`src/jsu_pkg.sv`:
```
package jsu_pkg;

  // Input word fields are fixed at 32 bits; the datapath may be up to 64.
  localparam int unsigned InWidth  = 32;
  localparam int unsigned ExtWidth = 64;

  localparam logic [1:0] SymZero = 2'b00;
  localparam logic [1:0] SymPos  = 2'b01;
  localparam logic [1:0] SymNeg  = 2'b11;

  typedef struct packed {
    logic load;     // take a new operand pair
    logic step;     // one reduction step
    logic capture;  // move the finished symbol into the output register
  } jsu_cmd_t;

  typedef struct packed {
    logic done;     // working value reached zero
  } jsu_stat_t;

endpackage

```
`src/jsu_ctrl.sv`:
```
module jsu_ctrl (
  input  logic             clk_i,
  input  logic             rst_ni,
  input  logic             in_valid_i,
  output logic             in_ready_o,
  output logic             out_valid_o,
  input  logic             out_ready_i,
  input  jsu_pkg::jsu_stat_t stat_i,
  output jsu_pkg::jsu_cmd_t  cmd_o
);

  typedef enum logic [1:0] {
    StIdle = 2'b01,
    StRun  = 2'b10
  } state_e;

  state_e state_q, state_d;
  logic   out_valid_q, out_valid_d;

  assign in_ready_o  = (state_q == StIdle);
  assign out_valid_o = out_valid_q;

  always_comb begin
    cmd_o.load    = in_valid_i && (state_q == StIdle);
    cmd_o.step    = (state_q == StRun) && !stat_i.done;
    // result slot is free, or is being drained this cycle
    cmd_o.capture = (state_q == StRun) && stat_i.done && (!out_valid_q || out_ready_i);
  end

  always_comb begin
    state_d = state_q;
    case (state_q)
      StIdle: begin
        if (cmd_o.load) state_d = StRun;
      end
      StRun: begin
        if (cmd_o.capture) state_d = StIdle;
      end
      default: state_d = StIdle;
    endcase
  end

  always_comb begin
    out_valid_d = out_valid_q;
    if (cmd_o.capture) begin
      out_valid_d = 1'b1;
    end else if (out_ready_i) begin
      out_valid_d = 1'b0;
    end
  end

  always_ff @(posedge clk_i or negedge rst_ni) begin
    if (!rst_ni) begin
      state_q     <= StIdle;
      out_valid_q <= 1'b0;
    end else begin
      state_q     <= state_d;
      out_valid_q <= out_valid_d;
    end
  end

endmodule

```
`src/jsu_datapath.sv`:
```
module jsu_datapath #(
  parameter int unsigned WIDTH = 32
) (
  input  logic                              clk_i,
  input  logic [jsu_pkg::InWidth-1:0]       value_i,
  input  logic [jsu_pkg::InWidth-1:0]       modulus_i,
  input  jsu_pkg::jsu_cmd_t                 cmd_i,
  output jsu_pkg::jsu_stat_t                stat_o,
  output logic signed [1:0]                 symbol_o,
  output logic                              bad_modulus_o
);

  logic [jsu_pkg::ExtWidth-1:0] value_ext, modulus_ext;
  logic [WIDTH-1:0] a_q, a_d, n_q, n_d;
  logic             neg_q, neg_d;
  logic             bad_q, bad_d;
  logic [1:0]       sym_q, sym_d;
  logic             obad_q;

  assign value_ext   = {{(jsu_pkg::ExtWidth - jsu_pkg::InWidth){1'b0}}, value_i};
  assign modulus_ext = {{(jsu_pkg::ExtWidth - jsu_pkg::InWidth){1'b0}}, modulus_i};

  assign stat_o.done = (a_q == '0);

  // Binary Jacobi: halve even values, swap with reciprocity when a < n,
  // otherwise subtract n (both odd, so the difference is even).
  always_comb begin
    a_d   = a_q;
    n_d   = n_q;
    neg_d = neg_q;
    bad_d = bad_q;
    if (cmd_i.load) begin
      n_d   = modulus_ext[WIDTH-1:0];
      bad_d = !modulus_ext[0];
      // an even or zero modulus ends at once
      a_d   = modulus_ext[0] ? value_ext[WIDTH-1:0] : '0;
      neg_d = 1'b0;
    end else if (cmd_i.step) begin
      if (!a_q[0]) begin
        a_d = a_q >> 1;
        if (n_q[2:0] == 3'd3 || n_q[2:0] == 3'd5) neg_d = !neg_q;
      end else if (a_q < n_q) begin
        a_d = n_q;
        n_d = a_q;
        if (a_q[1:0] == 2'd3 && n_q[1:0] == 2'd3) neg_d = !neg_q;
      end else begin
        a_d = a_q - n_q;
      end
    end
  end

  always_comb begin
    if (bad_q || n_q != WIDTH'(1)) begin
      sym_d = jsu_pkg::SymZero;
    end else begin
      sym_d = neg_q ? jsu_pkg::SymNeg : jsu_pkg::SymPos;
    end
  end

  always_ff @(posedge clk_i) begin
    a_q   <= a_d;
    n_q   <= n_d;
    neg_q <= neg_d;
    bad_q <= bad_d;
    if (cmd_i.capture) begin
      sym_q  <= sym_d;
      obad_q <= bad_q;
    end
  end

  assign symbol_o      = sym_q;
  assign bad_modulus_o = obad_q;

endmodule

```
`src/jacobi_symbol_unit.sv`:
```
// Jacobi symbol of value over an odd modulus, binary (shift/subtract) method.
// Sequence: load the word, then one halve, swap or subtract per cycle in a single
// WIDTH-bit subtract/compare unit until the value is zero, then capture the symbol.
// Throughput: one word at a time; the next word is taken as soon as the result
// moves to the output register. Reset clears the controller and output valid.
module jacobi_symbol_unit #(
  parameter int unsigned WIDTH = 32
) (
  input  logic                        clk_i,
  input  logic                        rst_ni,
  input  logic                        in_valid_i,
  output logic                        in_ready_o,
  input  logic [jsu_pkg::InWidth-1:0] value_i,
  input  logic [jsu_pkg::InWidth-1:0] modulus_i,
  output logic                        out_valid_o,
  input  logic                        out_ready_i,
  output logic signed [1:0]           symbol_o,
  output logic                        bad_modulus_o
);

  jsu_pkg::jsu_cmd_t  cmd;
  jsu_pkg::jsu_stat_t stat;

  jsu_ctrl u_ctrl (
    .clk_i       (clk_i),
    .rst_ni      (rst_ni),
    .in_valid_i  (in_valid_i),
    .in_ready_o  (in_ready_o),
    .out_valid_o (out_valid_o),
    .out_ready_i (out_ready_i),
    .stat_i      (stat),
    .cmd_o       (cmd)
  );

  jsu_datapath #(
    .WIDTH (WIDTH)
  ) u_datapath (
    .clk_i         (clk_i),
    .value_i       (value_i),
    .modulus_i     (modulus_i),
    .cmd_i         (cmd),
    .stat_o        (stat),
    .symbol_o      (symbol_o),
    .bad_modulus_o (bad_modulus_o)
  );

  a_bad_zero: assert property (@(posedge clk_i) disable iff (!rst_ni)
    out_valid_o && bad_modulus_o |-> symbol_o == 2'sb00)
    else $error("bad modulus with nonzero symbol");

  a_sym_code: assert property (@(posedge clk_i) disable iff (!rst_ni)
    out_valid_o |-> symbol_o != 2'sb10)
    else $error("illegal symbol code");

  a_busy: assert property (@(posedge clk_i) disable iff (!rst_ni)
    in_valid_i && in_ready_o |=> !in_ready_o)
    else $error("accepted word while busy");

endmodule
```
`config.mk`:
```
export PLATFORM = sky130hd
export DESIGN_NAME = jacobi_symbol_unit
export DESIGN_NICKNAME = d
export VERILOG_FILES = /design/src/jsu_pkg.sv /design/src/jsu_ctrl.sv /design/src/jsu_datapath.sv /design/src/jacobi_symbol_unit.sv
export SDC_FILE = /design/constraint.sdc
export NUM_CORES = 1
export LEC_CHECK = 0
export ABC_AREA = 1
export BUFFER_PORTS_ARGS = -buffer_cell sky130_fd_sc_hd__buf_2
export CORE_ASPECT_RATIO = 0.6
export CORE_UTILIZATION = 61
export DETAILED_ROUTE_END_ITERATION = 8
export GPL_ROUTABILITY_DRIVEN = 0
export PLACE_DENSITY = 0.82
export SLEW_MARGIN = 5
export SYNTH_ARGS = -nofsm -noshare
export SYNTH_HDL_FRONTEND = slang
export SYNTH_HIERARCHICAL = 1
export SYNTH_SLANG_ARGS = --single-unit
export TNS_END_PERCENT = 100
```
`constraint.sdc`:
```
create_clock -name clk_i -period 5.6 [get_ports clk_i]
set_clock_uncertainty 0.05 [all_clocks]
set_input_delay 0.56 -clock clk_i [delete_from_list [all_inputs] [get_ports clk_i]]
set_output_delay 0.56 -clock clk_i [all_outputs]
set_load 0.05 [all_outputs]
```
# == Yosys cells after proc, flatten, opt, wreduce, memory -nomap -nowiden ==
# Index checks and enable logic that the tools add are counted.
# totals
regBits,72
in_bits,68
output_inout_bits,5
word_cells,61
# op_classes
n_addsub,1
n_lt_le_gt_ge,1
n_eq_ne,11
n_mux,19
n_reduce_logical,21
# ops
op,n
two-way mux 32 bit,9
logical NOT 32 bit,1
less-than comparator 32 bit,1
"!= test 32 x 1 -> 1 bit, second input constant",1
subtractor 32 bit,1
nonzero test 2 bit,5
"== test 2 bit, second input constant",3
two-way mux 1 bit,6
two-way mux 2 bit,3
"!= test 2 bit, second input constant",3
logical AND 1 bit,5
logical NOT 1 bit,4
one-hot mux 2 bit (2 select lines),1
AND reduction 4 bit,1
"== test 3 x 2 -> 1 bit, second input constant",1
"== test 3 bit, second input constant",1
logical OR 1 bit,3
AND reduction 3 bit,1
"== test 2 x 1 -> 1 bit, second input constant",1
"!= test 2 x 1 -> 1 bit, second input constant",1
AND reduction 2 bit,1

# == Depth between registers and ports, before layout ==
# Gate-level depths: netlist of run 1.
# logic_depth
ltp_word,5
depth_mapped,20
mapped_depth_nobuf,18

# == Hierarchy ==
# Netlist of run 1, hierarchy kept.
# by_module_without_submodules
mod,n_inst,cells_per_inst,area_each_um2,seq_area_each_um2
jsu_datapath,1,1062,6641.4,2062.0
jsu_ctrl,1,23,165.2,76.3

# == Worst setup path before layout of run 1 ==
# OpenSTA, ideal clock, no wires.
# synth_timing
kind,register -> register
from,reg u_datapath.a_q[0]
to,"reg u_datapath.n_q[0], enable pin"
t_arrival_ns,4.207
setup_slack_ns,0.878
path_stages_with_launch,16
n_path_buf,2
cell_sequence,edfxtp_1 > buf_2 > clkinv_1 > buf_4 > ha_1 > fa_1 > inv_1 > nand2_1 > nand2_1 > nand3_1 > nand2_2 > nand2_2 > nand2_2 > nand2_4 > nand3_4 > o21ai_0
# synth_between
elab_chain_len,5
elab_cells_between_ends,8
classes_between,1 x order compare; 7 x reduce/logical
# synth_lines
item,line,source
"start, declared",jsu_datapath.sv:14,"logic [WIDTH-1:0] a_q, a_d, n_q, n_d;"
"start signal, assigned",jsu_datapath.sv:61,a_q <= a_d;
"parallel branches: the longest is 4 deep, another holds less-than comparator 32 bit",--,
AND reduction 3 bit (no source line) *,--,
"end signal, assigned",jsu_datapath.sv:62,n_q <= n_d;
"end, declared",jsu_datapath.sv:14,
# Every way passes the cells marked *.
# A chain may end at the register's enable or synchronous reset.

# == Worst setup path after layout of run 1 ==
# layout_timing
from,reg u_datapath.a_q[0]
to,reg u_datapath.a_q[31] (data pin)
# layout_between
elab_chain_len,5
elab_cells_between_ends,6
classes_between,1 x add/sub; 1 x order compare; 4 x mux
# layout_lines
item,line,source
subtractor 32 bit or less-than comparator 32 bit (tied branches),"jsu_datapath.sv:47, jsu_datapath.sv:42",
two-way mux 32 bit,jsu_datapath.sv:42,end else if (a_q < n_q) begin
two-way mux 32 bit *,jsu_datapath.sv:39,if (!a_q[0]) begin
two-way mux 32 bit *,jsu_datapath.sv:38,end else if (cmd_i.step) begin
two-way mux 32 bit *,jsu_datapath.sv:32,if (cmd_i.load) begin
named net u_datapath.a_d[31],jsu_datapath.sv:14,
# The timed path passes the listed nets; every way through them passes the cells marked *. The select of a mux whose other input is x is not followed.

==> results of run 1 <==
area by class of cell:
class / count / area (sq um) / area share, %
multi-input combinational: 791 / 3770 / 50.0
sequential: 72 / 2140 / 28.4
inverter: 199 / 752 / 9.97
timing repair buffer: 77 / 400 / 5.31
clock buffer: 9 / 225 / 2.99
tap: 139 / 174 / 2.31
clock inverter: 7 / 77.6 / 1.03
what timing repair did:
| action | CTS | global route |
|---|---|---|
| setup endpoints to repair | 0 | 0 |
| hold buffers | 1 | 0 |
| endpoints found under the hold margin | 2 | 0 |
cells in the mapped netlist, types with 2 or more instances:
cell type | instances | share of area, %
a21o_1 | 2 | 0.22
a21oi_1 | 14 | 1.0
a21oi_2 | 2 | 0.26
and2_1 | 5 | 0.46
buf_1 | 2 | 0.11
buf_4 | 5 | 0.55
clkbuf_1 | 11 | 0.61
clkinv_1 | 3 | 0.17
dfrtp_1 | 2 | 0.74
edfxtp_1 | 68 | 30
ha_1 | 32 | 5.9
inv_1 | 184 | 10
inv_2 | 11 | 0.61
nand2_1 | 480 | 26
nand2_2 | 30 | 2.8
nand2_4 | 3 | 0.50
nand3_1 | 54 | 4.0
nand3_2 | 9 | 1.3
nand3b_1 | 6 | 0.66
nand4_1 | 22 | 2.0
nor2_1 | 76 | 4.2
nor2_2 | 3 | 0.28
nor3_1 | 2 | 0.15
nor4_1 | 11 | 1.0
o21ai_0 | 15 | 1.1
o21ai_1 | 8 | 0.59
xor2_1 | 8 | 1.0
path summary, 6_finish.rpt:
path                                       to  slack (ns)  cells after the start
max                        u_datapath/a_q[31]        1.92                     18
min reg2reg                  u_datapath/neg_q        0.42                      2
min                         u_ctrl/state_q[1]        0.40                      3
max reg2reg                u_datapath/a_q[31]        1.92                     18
min in group asynchronous   u_ctrl/state_q[1]        0.49                      2
max in group asynchronous   u_ctrl/state_q[0]        4.82                      2
metrics by stage:
step,utilization [%],std cells
after floorplan,-,1085
after global placement,67.5,1277
after detailed placement,67.5,1277
after CTS,70.5,1294
after global routing,70.5,1294
final,70.5,1294
worst max-delay path: stages, from the launching register on:
cell,delay (ns)
edfxtp_1,0.35
clkinv_1,0.60
ha_1,0.53
fa_1,0.43
inv_1,0.13
nand2_1,0.07
nand2_1,0.07
nand3_1,0.07
nand2_2,0.12
nand2_2,0.07
nand2_2,0.08
nand2_4,0.11
nand2_4,0.20
nand2_4,0.15
inv_2,0.18
nand3_1,0.10
nand2_1,0.08
nand2_1,0.05
nand2_1,0.08
sequential cells by signal, summed over array words and instances, names as in the netlist:
signal / count
u_datapath/neg_q: 1
u_datapath/bad_q: 1
u_datapath/n_q: 32
u_datapath/bad_modulus_o: 1
u_datapath/a_q: 32
u_datapath/symbol_o: 2
u_ctrl/state_q: 2
u_ctrl/out_valid_o: 1
layer usage:
layer / track usage (%) / share of wire [%] / vias to the layer above
met5: 0 / 0 / -
met2: 48.8 / 36 / 519
met3: 10.8 / 17 / 23
met1: 58.7 / 46 / 3043
li1: - / - / 3479
met4: 7.15 / 1.3 / 0
cells by family (layout without fill, tap and decap cells):
family          count (synthesis)  after routing
compound gates                 44             44
xor+xnor                        9              9
fa+ha+maj                      33             33
buf+inv                       222            292
flops                          72             72
simple gates                  705            705
==> results.toml, run 1 <==
[clocking]
cts_setup_buffers = 0
clock_path_buffers = 2
cts_tree = "built"
clk_pin_slew_ns = 0.06
h-tree-depth = 3
clock_latency_ns = 0.34
cts_buffers = 9
cts-root-buf = "clkbuf_16"
cts_resized = 0
cts_sinks = 72

[synth]
syn_nets = 1186
yosys.area_share.adder_pct = 6.18
yosysUniqueCellTypes = 44
syn_avg_cell_area_sq_um = 6.27
synthXorXnorAreaFrac_pct = 1.16
synthMuxAreaShare_pct = 0
netlist_area_sq_um = 6810
synth-seq-cells = 72
yosys_warnings = 6
synth_edf_count = 68
synth-simple-area-share_pct = 44.4
synth_top_family_by_area = "simple AND/OR/NAND/NOR gates"
synth_ff_type = "edfxtp_1"
async_reset_ff_share_pct = 4.17
synth_compound_area_share_pct = 3.68
synth-seq-area-share_pct = 31.4
netlist_instances = 1085

[sta]
fmax_mhz = 271
setup_tns_ns = 0
worst_pin_slew_ns = 1.10
setup_viol = 0
min_period_ns = 3.68
hold_viol_final = 0
layout_setup_ws_ns = 1.92
hold_slack_ns = 0.399
drv_slew = 0
max_slew_margin_pct = 26.9
fin_crit_sh_pct = 65.8
rsz0062_at_grt = "false"

[layout]
nets = 1251
final_cell_mix = "480 x nand2_1, 184 x inv_1, 76 x nor2_1, 72 x buf_2, 68 x edfxtp_1"
nFillCells = 934
insertedDiodeCount = 0
final_common_cell = "nand2_1"
drive_above_1_share_pct = 13.4
area_growth_pct = 10.8
final_area_sq_um = 7540

[global_routing]
grt_pass1_vias = 6218
overflow = 0
antenna_found_initial = 0
grt_usage_pct = 37.1
grt_max_degree = 53
grt_pass1_wl_um = 32700

[drt]
dr_total_vias = 7064
ant_nets = 0
wirelength_um = 20800
first_pass_iters = 8
avgViaCountPerCell = 5.46
drc = 4
drt_iter0_markers = 1220
detail_route.wl_per_cell_um = 16.1

[placed_design]
portBuffers = 72
hpwlAfterDp_um = 16200
placed_area_sq_um = 7230
post-place-ws_ns = 2.04

[worst_setup_path]
start_kind = "flip-flop"
worst-endpoint-required_ns = 5.75
cp_max_fo = 27
crit_arrival_ns = 3.84
critPathKind = "reg -> reg"
regToRegStartpoint = "u_datapath/a_q[0]"
cp-end-kind = "flip-flop"
crit_start = "u_datapath/a_q[0]"

[floorplanning]
start_util_pct = 63.6
fp.dieW_um = 138
fp.dieArea_sq_um = 11600
rows = 29
io_pins = 73
core_sq_um = 10700
die_y_um = 83.8

[run_status]
violations = "design-rule violations"
outcome = "finished, violations left"

[job]
drv_cap = 0

[min_path]
min_path_type = "in -> reg"
hold_start = "in_valid_i"
Power of run 1 is not shown: default switching activity piles up to over one toggle a cycle in this logic, so the estimate is an artifact.
==> run 2: changes to the inputs <==
Clock period 5.6 ns to 3.7 ns, I/O delays scaled along.
==> results.toml, run 2 (same netlist as run 1, synthesis figures left out) <==
[layout]
drive_above_1_share_pct = 14.2
final_cell_mix = "480 x nand2_1, 184 x inv_1, 76 x nor2_1, 72 x buf_2, 68 x edfxtp_1"
largest_registers = "u_datapath/a_q (32), u_datapath/n_q (32)"
nets = 1261
insertedDiodeCount = 0
area_growth_pct = 11.9
final_common_cell = "nand2_1"
nFillCells = 879

[worst_setup_path]
r2r-end = "u_datapath/n_q[25]"
cp_max_fo = 19
slowest_stage = "o21ai_4"
start_kind = "flip-flop"
r2r_cells = 11
crit_arrival_ns = 3.28
critPathMaxStageDelay_ns = 0.60
cp-end-kind = "flip-flop"
worst-endpoint-required_ns = 3.68
reg2reg_slack_ns = 0.40
critPathKind = "reg -> reg"
regToRegStartpoint = "u_datapath/a_q[23]"
path_cells = "ha_1 > nand2_1 > nand2_1 > inv_1 > nand2_2 > inv_2 > nand2_2 > a21oi_4 > nand3_4 > o21ai_4 > buf_4"

[drt]
avgViaCountPerCell = 5.51
detail_route.wl_per_cell_um = 15.9
drc = 0
wirelength_um = 20800
drt_iter0_markers = 1009
ant_nets = 0
dr_total_vias = 7181
first_pass_iters = 6

[global_routing]
grt_usage_pct = 37.0
antenna_found_initial = 0
grt_pass1_wl_um = 32700
grt_pass1_vias = 6162
overflow = 0
grt_max_degree = 53

[sta]
setup_tns_ns = 0
hold_viol_final = 0
fmax_mhz = 303
worst_pin_slew_ns = 0.689
fin_crit_sh_pct = 89.1
setup_viol = 0
layout_setup_ws_ns = 0.404
rsz0062_at_grt = "false"
max_slew_margin_pct = 53.6
drv_slew = 0
min_period_ns = 3.30

[placed_design]
post-place-ws_ns = 0.202
portBuffers = 72
hpwlAfterDp_um = 16300

[clocking]
cts_setup_buffers = 0
cts-root-buf = "clkbuf_16"
clk_pin_slew_ns = 0.07
cts_sinks = 72
clock_path_buffers = 2
clock_latency_ns = 0.34
cts_buffers = 9
cts_tree = "built"
h-tree-depth = 3

[min_path]
hold_start = "in_valid_i"
min_path_type = "in -> reg"
min_path_cells = 3
whs_endpoint = "u_ctrl/state_q[1]"

[floorplanning]
start_util_pct = 63.6
fp.dieArea_sq_um = 11600
fp.dieW_um = 138
core_sq_um = 10700
io_pins = 73
die_y_um = 83.8
rows = 29

[job]
drv_cap = 0

[run_status]
outcome = "completed"
==> run 2: cell types whose count changed in the layout (fill, tap and decap cells not counted), sizes merged <==
| cell | delta |
|---|---|
| buf | +10 |
| bufinv | -1 |
| clkinv | +2 |
| clkinvlp | -2 |
| inv | +1 |
==> run 2: per-layer routing <==
metal | part of all wire, % | GRT usage (%) | up-vias
met5 | 0.30 | 4.39 | -
met4 | 1.8 | 9.30 | 2
met3 | 18 | 12.9 | 38
met2 | 35 | 45.8 | 512
met1 | 45 | 58.2 | 3133
li1 | - | - | 3496
==> run 2: worst max-delay path: cells and delay by family (launching register included) <==
kind / cells / cell delay, ns
AOI/OAI and AO/OA: 2 / 0.92
DFF: 1 / 0.50
adders and majority gates: 1 / 0.45
and+or+nand+nor: 5 / 0.57
buffers and inverters: 3 / 0.48
==> run 2: cell type report <==
cell class | count | area [sq um] | area share (%)
flip-flops and latches | 72 | 2140 | 28.1
inverters | 199 | 752 | 9.87
well taps | 139 | 174 | 2.28
clock inverters | 7 | 71.3 | 0.936
multi-input cells | 791 | 3780 | 49.6
clock buffers | 9 | 225 | 2.96
repair buffers | 87 | 475 | 6.24
==> run 2: repair_timing <==
action / 4_1_cts / 5_1_grt
hold buffers: 1 / 0
endpoints found under the hold margin: 3 / 0
setup endpoints to repair: 0 / 14
gates resized for setup: 0 / 1
==> run 2: worst max path at each step <==
stage	from	endpoint	slack, ns	cells past startpoint
final	u_datapath/a_q[23]	u_datapath/n_q[25]	0.40	11
after global routing	u_datapath/a_q[23]	u_datapath/n_q[26]	0.27	11
after CTS	u_datapath/a_q[23]	u_datapath/n_q[26]	0.18	11
after detailed placement	u_datapath/a_q[23]	u_datapath/n_q[26]	0.20	11
after global placement	u_datapath/a_q[23]	u_datapath/n_q[26]	0.28	11
after floorplan	u_datapath/a_q[0]	u_datapath/n_q[0]	0.46	15
==> run 2: stage by stage <==
step	cell area, sq um	util [%]	hold WS [ns]	cells
6_report	7620	71.2	0.217	1304
4_1_cts	7610	71.1	0.217	1304
3_3_place_gp	7300	68.2	0.118	1287
5_1_grt	7620	71.2	0.223	1304
2_1_floorplan	6810	-	0.0244	1085
3_5_place_dp	7300	68.2	0.118	1287
Power of run 2 is left out for the same reason.
==> run 3: changes to the inputs <==
Settings changed: PLACE_DENSITY 0.82 to 0.83.
==> results.toml, run 3 (same netlist as run 1, synthesis figures left out) <==
[min_path]
min_path_type = "in -> reg"

[clocking]
clk_pin_slew_ns = 0.07
cts_setup_buffers = 0
clock_latency_ns = 0.34
clock_path_buffers = 2
cts_sinks = 72
cts-root-buf = "clkbuf_16"
cts_buffers = 9
h-tree-depth = 3
cts_tree = "built"

[sta]
min_period_ns = 3.47
setup_viol = 0
drv_slew = 0
hold_slack_ns = 0.224
setup_tns_ns = 0
rsz0062_at_grt = "false"
max_slew_margin_pct = 23.2
hold_viol_final = 0
fmax_mhz = 288
worst_pin_slew_ns = 1.15
fin_crit_sh_pct = 93.8

[layout]
final-instance-count-excl-fill = 1303
largest_registers = "u_datapath/a_q (32), u_datapath/n_q (32)"
nets = 1260
final_cell_mix = "480 x nand2_1, 184 x inv_1, 76 x nor2_1, 72 x buf_2, 68 x edfxtp_1"
drive_above_1_share_pct = 14.1
nFillCells = 889
final_common_cell = "nand2_1"
insertedDiodeCount = 0
area_growth_pct = 11.3
final_area_sq_um = 7580

[floorplanning]
rows = 29
core_sq_um = 10700
io_pins = 73
fp.dieArea_sq_um = 11600
fp.dieW_um = 138
start_util_pct = 63.6
die_y_um = 83.8

[global_routing]
antenna_found_initial = 0
grt_usage_pct = 37.6
grt_pass1_vias = 6403
grt_pass1_wl_um = 33300
overflow = 0
grt_max_degree = 54

[drt]
wirelength_um = 21000
drc = 0
drt_iter0_markers = 1157
ant_nets = 0
avgViaCountPerCell = 5.54
dr_total_vias = 7218
detail_route.wl_per_cell_um = 16.1
first_pass_iters = 6

[worst_setup_path]
crit_arrival_ns = 3.45
cp_max_fo = 22
cp-end-kind = "flip-flop"
start_kind = "flip-flop"
critPathKind = "reg -> reg"
reg2reg_slack_ns = 0.23
worst-endpoint-required_ns = 3.68

[job]
drv_cap = 0

[placed_design]
portBuffers = 72
hpwlAfterDp_um = 16100
placedCellCount = 1286
placed_area_sq_um = 7300

[run_status]
outcome = "completed"
run 3: worst paths after layout:
path / to / start / depth (start not counted)
worst max register to register: u_datapath/n_q[12] / u_datapath/a_q[23] / 11
min in group asynchronous: u_ctrl/state_q[1] / rst_ni / 2
max in group asynchronous: u_ctrl/state_q[0] / rst_ni / 2
worst min register to register: u_datapath/neg_q / u_datapath/neg_q / 2
worst min-delay path: u_ctrl/state_q[1] / in_valid_i / 3
worst max-delay path: u_datapath/n_q[12] / u_datapath/a_q[23] / 11
run 3: layout make-up:
type	count	area, sq um	area share [%]
Clock buffer	10	229	3.02
Inverter	199	752	9.92
Multi-Input combinational cell	791	3770	49.8
Timing Repair Buffer	86	468	6.17
Clock inverter	6	42.5	0.561
Sequential cell	72	2140	28.2
Tap cell	139	174	2.29
run 3: what timing repair did:
| action | in CTS | in global routing |
|---|---|---|
| hold buffers | 1 | 0 |
| endpoints found under the hold margin | 3 | 0 |
| resized for setup | 0 | 0 |
run 3: per-stage QoR:
step	setup WS (ns)	utilization, %
after floorplan	0.458	-
after global placement	0.335	68.2
after detailed placement	0.310	68.2
after CTS	0.274	70.8
after global routing	0.0710	70.8
final	0.228	70.8
run 3: critical path: stages (launching register included):
cell	delay, ns
edfxtp_1	0.47
ha_1	0.46
nand2_1	0.11
nand2_1	0.10
inv_1	0.08
nand2_2	0.06
inv_2	0.05
nand2_2	0.07
a21oi_4	0.34
nand3_4	0.12
o21ai_2	0.89
buf_4	0.37
run 3: layer usage:
| metal | vias up | track usage, % | wire (um) |
|---|---|---|---|
| met5 | - | 0 | 0 |
| met4 | 0 | 7.46 | 359 |
| met3 | 43 | 14.3 | 3920 |
| met2 | 553 | 48.3 | 7560 |
| met1 | 3142 | 57.8 | 9190 |
| li1 | 3480 | - | - |
Power of run 3 is left out for the same reason.
